--- config.mk ---
export PLATFORM = sky130hd
export DESIGN_NAME = decimal_text_to_integer_top
export DESIGN_NICKNAME = d
export VERILOG_FILES = /design/src/hw/rtl/dtoi_pkg.sv /design/src/hw/rtl/dtoi_step.sv /design/src/hw/rtl/dtoi_finish.sv /design/src/hw/rtl/decimal_text_to_integer_top.sv
export VERILOG_INCLUDE_DIRS = /design/src /design/src/hw/rtl
export SDC_FILE = /design/constraint.sdc
export NUM_CORES = 1
export LEC_CHECK = 0
export ABC_CLOCK_PERIOD_IN_PS = 16800
export BUFFER_PORTS_ARGS = -buffer_cell sky130_fd_sc_hd__buf_4
export CAP_MARGIN = 15
export CORE_MARGIN = 2
export CORE_UTILIZATION = 40
export CTS_BUF_LIST = sky130_fd_sc_hd__clkbuf_4 sky130_fd_sc_hd__clkbuf_8 sky130_fd_sc_hd__clkbuf_16
export DETAILED_ROUTE_END_ITERATION = 10
export GPL_TIMING_DRIVEN = 0
export HOLD_SLACK_MARGIN = 0.06
export PLACE_DENSITY = 0.52
export RECOVER_POWER = 100
export SKIP_CTS_REPAIR_TIMING = 1
export SYNTH_ARGS = -nofsm -noshare
export SYNTH_HDL_FRONTEND = slang
export SYNTH_SLANG_ARGS = --single-unit
--- constraint.sdc ---
create_clock -name clk -period 16.8 [get_ports clk]
set_clock_uncertainty 0.1 [all_clocks]
set_input_delay 0.84 -clock clk [delete_from_list [all_inputs] [get_ports clk]]
set_output_delay 0.84 -clock clk [all_outputs]
set_load 0.03 [all_outputs]
--- src/hw/rtl/decimal_text_to_integer_top_assert.svh ---
// Assertion macros for the decimal text to integer block.
// Used by decimal_text_to_integer_top; expects clk and arst_n in scope.
`ifndef DECIMAL_TEXT_TO_INTEGER_TOP_ASSERT_SVH
`define DECIMAL_TEXT_TO_INTEGER_TOP_ASSERT_SVH

// Same-cycle implication.
`define DTOI_ASSERT_NOW(lbl, ante, cons, msg) \
	lbl: assert property (@(posedge clk) disable iff (!arst_n) (ante) |-> (cons)) \
		else $error(msg);

// Next-cycle implication.
`define DTOI_ASSERT_NEXT(lbl, ante, cons, msg) \
	lbl: assert property (@(posedge clk) disable iff (!arst_n) (ante) |=> (cons)) \
		else $error(msg);

`endif

--- src/hw/rtl/dtoi_pkg.sv ---
// Package for the decimal text to integer block: parse phase, status codes,
// control struct and character / limit constants. No dependencies.
`default_nettype none

package dtoi_pkg;

	localparam int CHAR_W  = 8;
	localparam int VALUE_W = 64;
	localparam int CFG_IDX_W  = 1;
	localparam int CFG_DATA_W = 2;

	localparam logic [CHAR_W-1:0] CH_NUL   = 8'h00;
	localparam logic [CHAR_W-1:0] CH_MINUS = 8'h2D;
	localparam logic [CHAR_W-1:0] CH_ZERO  = 8'h30;
	localparam logic [CHAR_W-1:0] CH_NINE  = 8'h39;

	// register indexes
	localparam logic [CFG_IDX_W-1:0] REG_SIGNED_MODE  = 1'b0;
	localparam logic [CFG_IDX_W-1:0] REG_WIDTH_SELECT = 1'b1;

	// width_select codes; any other code means 64 bits
	localparam logic [1:0] WS_16 = 2'd0;
	localparam logic [1:0] WS_32 = 2'd1;
	localparam logic [1:0] WS_64 = 2'd2;

	localparam logic [VALUE_W-1:0] UMAX_16 = 64'h0000_0000_0000_FFFF;
	localparam logic [VALUE_W-1:0] UMAX_32 = 64'h0000_0000_FFFF_FFFF;
	localparam logic [VALUE_W-1:0] UMAX_64 = 64'hFFFF_FFFF_FFFF_FFFF;
	localparam logic [VALUE_W-1:0] SMIN_16 = 64'h0000_0000_0000_8000;
	localparam logic [VALUE_W-1:0] SMIN_32 = 64'h0000_0000_8000_0000;
	localparam logic [VALUE_W-1:0] SMIN_64 = 64'h8000_0000_0000_0000;

	typedef enum logic [3:0] {
		PH_START  = 4'b0001,
		PH_MINUS  = 4'b0010,
		PH_DIGITS = 4'b0100,
		PH_SKIP   = 4'b1000
	} phase_t;

	typedef enum logic [2:0] {
		ST_OK        = 3'd0,
		ST_BAD_START = 3'd1,
		ST_TOO_LARGE = 3'd2,
		ST_TOO_SMALL = 3'd3,
		ST_TRAILING  = 3'd4,
		ST_WIDTH     = 3'd5
	} status_t;

	typedef struct packed {
		phase_t  phase;
		logic    negative;
		status_t first_error;
	} ctrl_t;

	localparam ctrl_t CTRL_RESET = '{phase: PH_START, negative: 1'b0, first_error: ST_OK};

endpackage

`default_nettype wire

--- src/hw/rtl/dtoi_step.sv ---
// Per-character parse step: next phase, sign, first error and accumulator.
// Depends on dtoi_pkg.
`default_nettype none

module dtoi_step import dtoi_pkg::*; #(
	parameter int ACC_BITS = 64
) (
	input  wire logic [CHAR_W-1:0]   char_in,
	input  wire logic                signed_mode,
	input  wire ctrl_t               ctrl_cur,
	input  wire logic [ACC_BITS-1:0] acc_cur,
	output ctrl_t                    ctrl_nxt,
	output logic [ACC_BITS-1:0]      acc_nxt
);

	localparam int EW = ACC_BITS + 4;

	logic          is_digit;
	logic          is_minus;
	logic          sgn;
	logic [EW-1:0] acc_ext;
	logic [EW-1:0] prod;
	logic [EW-1:0] lim;
	logic [EW-1:0] half;
	logic          ovf;

	assign is_digit = (char_in >= CH_ZERO) && (char_in <= CH_NINE);
	assign is_minus = (char_in == CH_MINUS);
	assign sgn      = ctrl_cur.negative || signed_mode;

	// acc*10 + d without a multiplier; overflow when past the magnitude limit
	assign acc_ext = EW'(acc_cur);
	assign prod    = (acc_ext << 3) + (acc_ext << 1) + EW'(char_in[3:0]);
	assign half    = EW'(1) << (ACC_BITS - 1);

	always_comb begin
		if (!sgn) begin
			lim = EW'({ACC_BITS{1'b1}});
		end else if (ctrl_cur.negative) begin
			lim = half;
		end else begin
			lim = half - EW'(1);
		end
	end

	assign ovf = prod > lim;

	always_comb begin
		ctrl_nxt = ctrl_cur;
		acc_nxt  = acc_cur;
		case (ctrl_cur.phase)
			PH_START, PH_MINUS, PH_DIGITS: begin
				if (is_digit) begin
					if (ovf) begin
						ctrl_nxt.phase = PH_SKIP;
						if (ctrl_cur.first_error == ST_OK) begin
							ctrl_nxt.first_error = ctrl_cur.negative ? ST_TOO_SMALL
								: ST_TOO_LARGE;
						end
					end else begin
						ctrl_nxt.phase = PH_DIGITS;
						acc_nxt        = prod[ACC_BITS-1:0];
					end
				end else if (ctrl_cur.phase == PH_START && is_minus && signed_mode) begin
					ctrl_nxt.phase    = PH_MINUS;
					ctrl_nxt.negative = 1'b1;
				end else begin
					ctrl_nxt.phase = PH_SKIP;
					if (ctrl_cur.first_error == ST_OK) begin
						ctrl_nxt.first_error = (ctrl_cur.phase == PH_START) ? ST_BAD_START
							: ST_TRAILING;
					end
				end
			end
			default: begin
				// skipping to end of string
			end
		endcase
	end

endmodule

`default_nettype wire

--- src/hw/rtl/dtoi_finish.sv ---
// End-of-string result: status selection, width check and sign application.
// Depends on dtoi_pkg.
`default_nettype none

module dtoi_finish import dtoi_pkg::*; #(
	parameter int ACC_BITS = 64
) (
	input  wire ctrl_t               ctrl_cur,
	input  wire logic [ACC_BITS-1:0] acc_cur,
	input  wire logic                signed_mode,
	input  wire logic [1:0]          width_select,
	output logic [VALUE_W-1:0]       value,
	output status_t                  status
);

	logic               sgn;
	logic [VALUE_W-1:0] acc64;
	logic [VALUE_W-1:0] umax;
	logic [VALUE_W-1:0] smin;
	logic [VALUE_W-1:0] lim;
	status_t            err;

	assign sgn   = ctrl_cur.negative || signed_mode;
	assign acc64 = VALUE_W'(acc_cur);

	always_comb begin
		case (width_select)
			WS_16: begin
				umax = UMAX_16;
				smin = SMIN_16;
			end
			WS_32: begin
				umax = UMAX_32;
				smin = SMIN_32;
			end
			default: begin
				umax = UMAX_64;
				smin = SMIN_64;
			end
		endcase
	end

	always_comb begin
		if (!sgn) begin
			lim = umax;
		end else if (ctrl_cur.negative) begin
			lim = smin;
		end else begin
			lim = smin - VALUE_W'(1);
		end
	end

	// empty string reports bad start unless an error is already held
	always_comb begin
		if (ctrl_cur.phase == PH_START && ctrl_cur.first_error == ST_OK) begin
			err = ST_BAD_START;
		end else begin
			err = ctrl_cur.first_error;
		end
	end

	always_comb begin
		value  = '0;
		status = err;
		if (err == ST_OK) begin
			if (acc64 > lim) begin
				status = ST_WIDTH;
			end else begin
				value = ctrl_cur.negative ? (VALUE_W'(0) - acc64) : acc64;
			end
		end
	end

endmodule

`default_nettype wire

--- src/hw/rtl/decimal_text_to_integer_top.sv ---
// decimal_text_to_integer_top: streaming ASCII decimal to integer converter,
// built from dtoi_step and dtoi_finish, using dtoi_pkg and the assertion
// macros in decimal_text_to_integer_top_assert.svh. One text byte arrives per
// transfer on char_in; a NUL byte ends the string and yields one transfer on
// value_out/status, every other byte yields none. In signed mode a leading '-'
// is taken and a lone '-' gives zero. Digits accumulate exactly against an
// ACC_BITS wide range; at the NUL the value is checked against the width in
// width_select (16/32/64, code 3 means 64). Status: 0 ok, 1 bad start,
// 2 too large, 3 too small, 4 trailing text, 5 does not fit width; only the
// first error is kept and value_out is zero when status is not ok. Rate: one
// character per cycle, sustained while no NUL waits on an untaken result. A
// byte is registered in the input stage, then the accumulate (shift-add
// times ten, add digit, limit compare) updates the parse state; a NUL in the
// input stage loads the result register and clears the parse state. Non-NUL
// bytes keep flowing while a result waits on out_ready; only a NUL stalls
// behind an untaken result. Config writes (cfg_index 0 signed_mode,
// 1 width_select) are always ready and belong to idle periods.
`default_nettype none

`include "decimal_text_to_integer_top_assert.svh"

module decimal_text_to_integer_top import dtoi_pkg::*; #(
	parameter int ACC_BITS = 64
) (
	input  wire logic                  clk,
	input  wire logic                  arst_n,
	// config write channel
	input  wire logic                  cfg_valid,
	output logic                       cfg_ready,
	input  wire logic [CFG_IDX_W-1:0]  cfg_index,
	input  wire logic [CFG_DATA_W-1:0] cfg_data,
	// character input channel
	input  wire logic                  in_valid,
	output logic                       in_ready,
	input  wire logic [CHAR_W-1:0]     char_in,
	// result channel
	output logic                       out_valid,
	input  wire logic                  out_ready,
	output logic [VALUE_W-1:0]         value_out,
	output logic [2:0]                 status
);

	// configuration registers
	logic       signed_mode_q;
	logic [1:0] width_select_q;

	// input stage
	logic              valid_s1;
	logic [CHAR_W-1:0] char_s1;

	// parse state
	ctrl_t               ctrl_q;
	logic [ACC_BITS-1:0] acc_q;

	// result register
	logic               out_valid_q;
	logic [VALUE_W-1:0] value_q;
	status_t            status_q;

	ctrl_t               ctrl_nxt;
	logic [ACC_BITS-1:0] acc_nxt;
	logic [VALUE_W-1:0]  fin_value;
	status_t             fin_status;
	logic                is_nul_s1;
	logic                advance;

	assign cfg_ready = 1'b1;

	always_ff @(posedge clk or negedge arst_n) begin
		if (!arst_n) begin
			signed_mode_q  <= 1'b1;
			width_select_q <= WS_64;
		end else if (cfg_valid && cfg_ready) begin
			case (cfg_index)
				REG_SIGNED_MODE:  signed_mode_q  <= cfg_data[0];
				REG_WIDTH_SELECT: width_select_q <= cfg_data;
				default: begin
				end
			endcase
		end
	end

	// A NUL can only leave the input stage when the result register is free
	// or being drained this cycle; other bytes never wait.
	assign is_nul_s1 = (char_s1 == CH_NUL);
	assign advance   = valid_s1 && (!is_nul_s1 || !out_valid_q || out_ready);
	assign in_ready  = !valid_s1 || advance;

	always_ff @(posedge clk or negedge arst_n) begin
		if (!arst_n) begin
			valid_s1 <= 1'b0;
		end else if (in_ready) begin
			valid_s1 <= in_valid;
		end
	end

	always_ff @(posedge clk) begin
		if (in_valid && in_ready) begin
			char_s1 <= char_in;
		end
	end

	dtoi_step #(
		.ACC_BITS(ACC_BITS)
	) u_step (
		.char_in    (char_s1),
		.signed_mode(signed_mode_q),
		.ctrl_cur   (ctrl_q),
		.acc_cur    (acc_q),
		.ctrl_nxt   (ctrl_nxt),
		.acc_nxt    (acc_nxt)
	);

	dtoi_finish #(
		.ACC_BITS(ACC_BITS)
	) u_finish (
		.ctrl_cur    (ctrl_q),
		.acc_cur     (acc_q),
		.signed_mode (signed_mode_q),
		.width_select(width_select_q),
		.value       (fin_value),
		.status      (fin_status)
	);

	// parse state: NUL clears back to start of string
	always_ff @(posedge clk or negedge arst_n) begin
		if (!arst_n) begin
			ctrl_q <= CTRL_RESET;
			acc_q  <= '0;
		end else if (advance) begin
			if (is_nul_s1) begin
				ctrl_q <= CTRL_RESET;
				acc_q  <= '0;
			end else begin
				ctrl_q <= ctrl_nxt;
				acc_q  <= acc_nxt;
			end
		end
	end

	always_ff @(posedge clk or negedge arst_n) begin
		if (!arst_n) begin
			out_valid_q <= 1'b0;
		end else if (advance && is_nul_s1) begin
			out_valid_q <= 1'b1;
		end else if (out_ready) begin
			out_valid_q <= 1'b0;
		end
	end

	always_ff @(posedge clk) begin
		if (advance && is_nul_s1) begin
			value_q  <= fin_value;
			status_q <= fin_status;
		end
	end

	assign out_valid = out_valid_q;
	assign value_out = value_q;
	assign status    = status_q;

	// checks on parse state and result contents
	`DTOI_ASSERT_NOW(a_err_value_zero, out_valid_q && status_q != ST_OK, value_q == '0,
		"error result carries nonzero value")
	`DTOI_ASSERT_NEXT(a_nul_clears, advance && is_nul_s1,
		ctrl_q.phase == PH_START && acc_q == '0, "state not cleared after terminator")
	`DTOI_ASSERT_NOW(a_skip_has_err, ctrl_q.phase == PH_SKIP, ctrl_q.first_error != ST_OK,
		"skip phase without a recorded error")
	`DTOI_ASSERT_NOW(a_start_clean, ctrl_q.phase == PH_START,
		acc_q == '0 && !ctrl_q.negative, "start phase with leftover value or sign")

endmodule

`default_nettype wire
==> metrics.csv <==
metric,value,unit
status,"complete, but fails checks",
failed_checks,"capacitance limit, slew limit",
cp-start-kind,flip-flop,
cts_buffer_depth,2,
min_to,ctrl_q[4]$_DFFE_PN1P_,
min_from,ctrl_q[4]$_DFFE_PN1P_,
slew_headroom,-70.35,%
ff_latch_area,4183,sq um
postRouteAntennaNets,0,
port_buffers,84,
final_cell_mix,"ha_1 (258), nor2_1 (135), a21oi_1 (124)",
area_growth,9.054,%
reg2reg_depth,22,
synth_cell_type_count,82,
grt_pass1_wl,74400,um
setup_tns,0,ns
place_hpwl,37540,um
grt_pass1_vias,12935,
die_area,40460,sq um
finalNetCount,2063,
slowest_stage,clkbuf_1,
ys_ff_latch,152,
finalHoldViolCount,0,
synth_edf_count,75,
n_fill_cell,3861,
grt_max_degree,78,
start_util,40.42,%
hold_depth,2,
ys_seq_area_share,26.90,%
setup_viol,0,
synth-async-reset-ratio,50.66,%
ios,86,
peakVddDrop,71.40,uV
dpl_cell_area,16870,sq um
clock-root-buffer,clkbuf_16,
syn_inst,1678,
n_antenna_cell,0,
cp.arrival,9.23,ns
drtIter0Drc,919,
die_x,201.2,um
worstReg2RegStart,acc_q[13]$_DFFE_PN0P_,
cp_slowest_stage_delay,0.90,ns
rrSetupSlack,7.81,ns
synth_xor_area_share,6.591,%
cp_cell_sequence,"ha_1, ha_1, clkbuf_1, a21oi_1, nor2_1, a2111oi_0, a21oi_1, a21boi_0, o21ai_0, a311o_1, ha_1, nand2_1, nor4_1, nor3b_1, nor4b_1, a211oi_1, o21ai_0, a211oi_1, nand4_1, clkbuf_1, clkbuf_1, mux2_1",
numCtsBuffers,17,
wl,47540,um
hold_ws,0.4160,ns
wl_per_cell,20.51,um
tightest_slew,2.555,ns
synth_compound_area_share,18.90,%
cts.sinks,152,
min_period_over_period,53.53,%
globalplace.congestion,0.9033,
avgSynthCellArea,9.265,sq um
remaining_drc_errors,0,
path_clk_slew,0.07,ns
pre_cts_ws,9.009,ns
routed_via_density,5.750,
critical_path_class,reg -> reg,
post-route-min-period,8.993,ns
setup_ws,7.807,ns
insertion_delay,0.46,ns
htreeDepth,4,
crit_family,compound AO/OA/AOI/OAI gates,
yosys_most_used_dff,edfxtp_1,
core,38470,sq um
rsz0062_at_grt,false,
slew_viol_final,151,
crit_buf_inv,3,
fin_area,16960,sq um
grt_remaining_overflow,0,
dr.pass1.iters,8,
mostFrequentLayoutCell,ha_1,
num_vias,13328,
multi_input_area,10800,sq um
drv_cap,4,
fin_util,44.08,%
yosys.area_share.simple,17.88,%
synth_top_family_by_area,adder cells,
pwr_density_cell,63.30,nW/um^2
grtUsageTotal,23.66,%
fmax,111.2,MHz
hold_path_class,reg -> reg,
drive_above_1_share,6.000,%
r2r-end,acc_q[49]$_DFFE_PN0P_,
rows,72,
die_h,201.2,um
synthAdderAreaFrac,21.02,%
crit_fanout,10,
p_leak,8.523,nW
synth_mux_area_share,5.995,%
grt_antenna_before_repair,0,
cp-end-kind,flip-flop,
syn-cell-area,15550,sq um
critical_path_required,17.04,ns
cts_tree,done,
ys_warn_count,0,
syn_nets,1954,
==> per-layer routing <==
metal	wire length, um	track usage, %	up-vias
met5	0	0	-
met4	1213	7.751	0
met3	2230	4.017	61
met2	20580	36.73	333
met1	23520	33.37	6389
li1	-	-	6545
==> layout make-up <==
class | count | share of cell area (%)
Tap cell | 518 | 3.823
Clock inverter | 12 | 0.4575
Inverter | 41 | 0.9151
Multi-Input combinational cell | 1431 | 63.71
Timing Repair Buffer | 90 | 2.472
Sequential cell | 152 | 24.67
Buffer | 54 | 1.314
Clock buffer | 20 | 2.642
==> per-stage QoR <==
stage               instances   power, W
floorplan                1678  0.0006125
global placement         2280  0.0007090
detailed placement       2283  0.0007167
CTS                      2315   0.001079
global route             2318   0.001130
finish                   2318   0.001073
==> kinds of logic (layout without fill, tap and decap cells) <==
family | after synthesis | in the layout
adders and majority gates | 260 | 260
AOI/OAI and AO/OA | 442 | 442
and+or+nand+nor | 542 | 542
xor gates and xnor gates | 117 | 117
other | 1 | 1
buffers and inverters | 95 | 217
DFF | 152 | 152
muxes | 69 | 69
==> worst min-delay path, stage by stage (launching register included) <==
cell,delay [ns]
dfstp_1,0.39
nand2_1,0.07
nand2_1,0.05
==> state kept, by name, summed over array words and instances, names as in the netlist <==
signal / flops
ctrl_q: 8
out_valid: 1
width_select_q: 2
signed_mode_q: 1
value_out: 64
acc_q: 64
char_s1: 8
valid_s1: 1
status: 3
==> power breakdown <==
group          switching [W]  internal [W]
Sequential        0.00000956      0.000404
Combinational       0.000200     0.0000969
Clock               0.000170      0.000192
==> worst max path at each step <==
stage / from / cells past startpoint / to / slack (ns)
after floorplan: char_s1[3]$_DFFE_PP_ / 23 / acc_q[19]$_DFFE_PN0P_ / 11.14
after global placement: ctrl_q[3]$_DFFE_PN0P_ / 16 / value_out[0]$_SDFFCE_PP0P_ / 8.93
after detailed placement: acc_q[0]$_DFFE_PN0P_ / 23 / acc_q[49]$_DFFE_PN0P_ / 9.01
after CTS: acc_q[0]$_DFFE_PN0P_ / 23 / acc_q[49]$_DFFE_PN0P_ / 8.95
after global routing: acc_q[13]$_DFFE_PN0P_ / 22 / acc_q[49]$_DFFE_PN0P_ / 7.26
final: acc_q[13]$_DFFE_PN0P_ / 22 / acc_q[49]$_DFFE_PN0P_ / 7.81
==> synthesized netlist by cell type (4+ instances only) <==
master	n	area, sq um
nand3_1	25	125.1
nand4_1	44	275.3
buf_6	5	56.30
nand2b_1	15	93.84
xnor2_1	43	376.6
clkbuf_1	37	138.9
o21a_1	14	105.1
o2111a_1	4	45.04
ha_1	258	3228
nand2_1	114	427.9
o41ai_1	5	43.79
nor2b_1	10	62.56
o211a_1	4	40.04
edfxtp_1	75	2252
a211o_1	4	35.03
nor2_1	135	506.7
o211ai_1	16	120.1
a21boi_0	6	45.04
xor2_1	74	648.1
a221oi_1	9	78.83
and3_1	11	68.82
or2_2	12	75.07
inv_1	41	153.9
and4_1	9	78.83
mux2_4	44	660.6
o31ai_1	16	120.1
a21o_1	74	555.5
and2_1	68	425.4
a21oi_1	124	620.6
dfrtp_1	74	1852
mux2i_1	8	80.08
o21ai_0	90	450.4
o21bai_1	9	67.56
a31oi_1	11	68.82
a221o_1	4	40.04
nor3_1	29	145.1
nor4_1	19	118.9
a211oi_1	8	60.06
buf_2	9	45.04
or3_1	19	118.9
or4_1	20	150.1
mux2_2	17	191.4
Note: power is estimated with default switching activity, not from simulation.
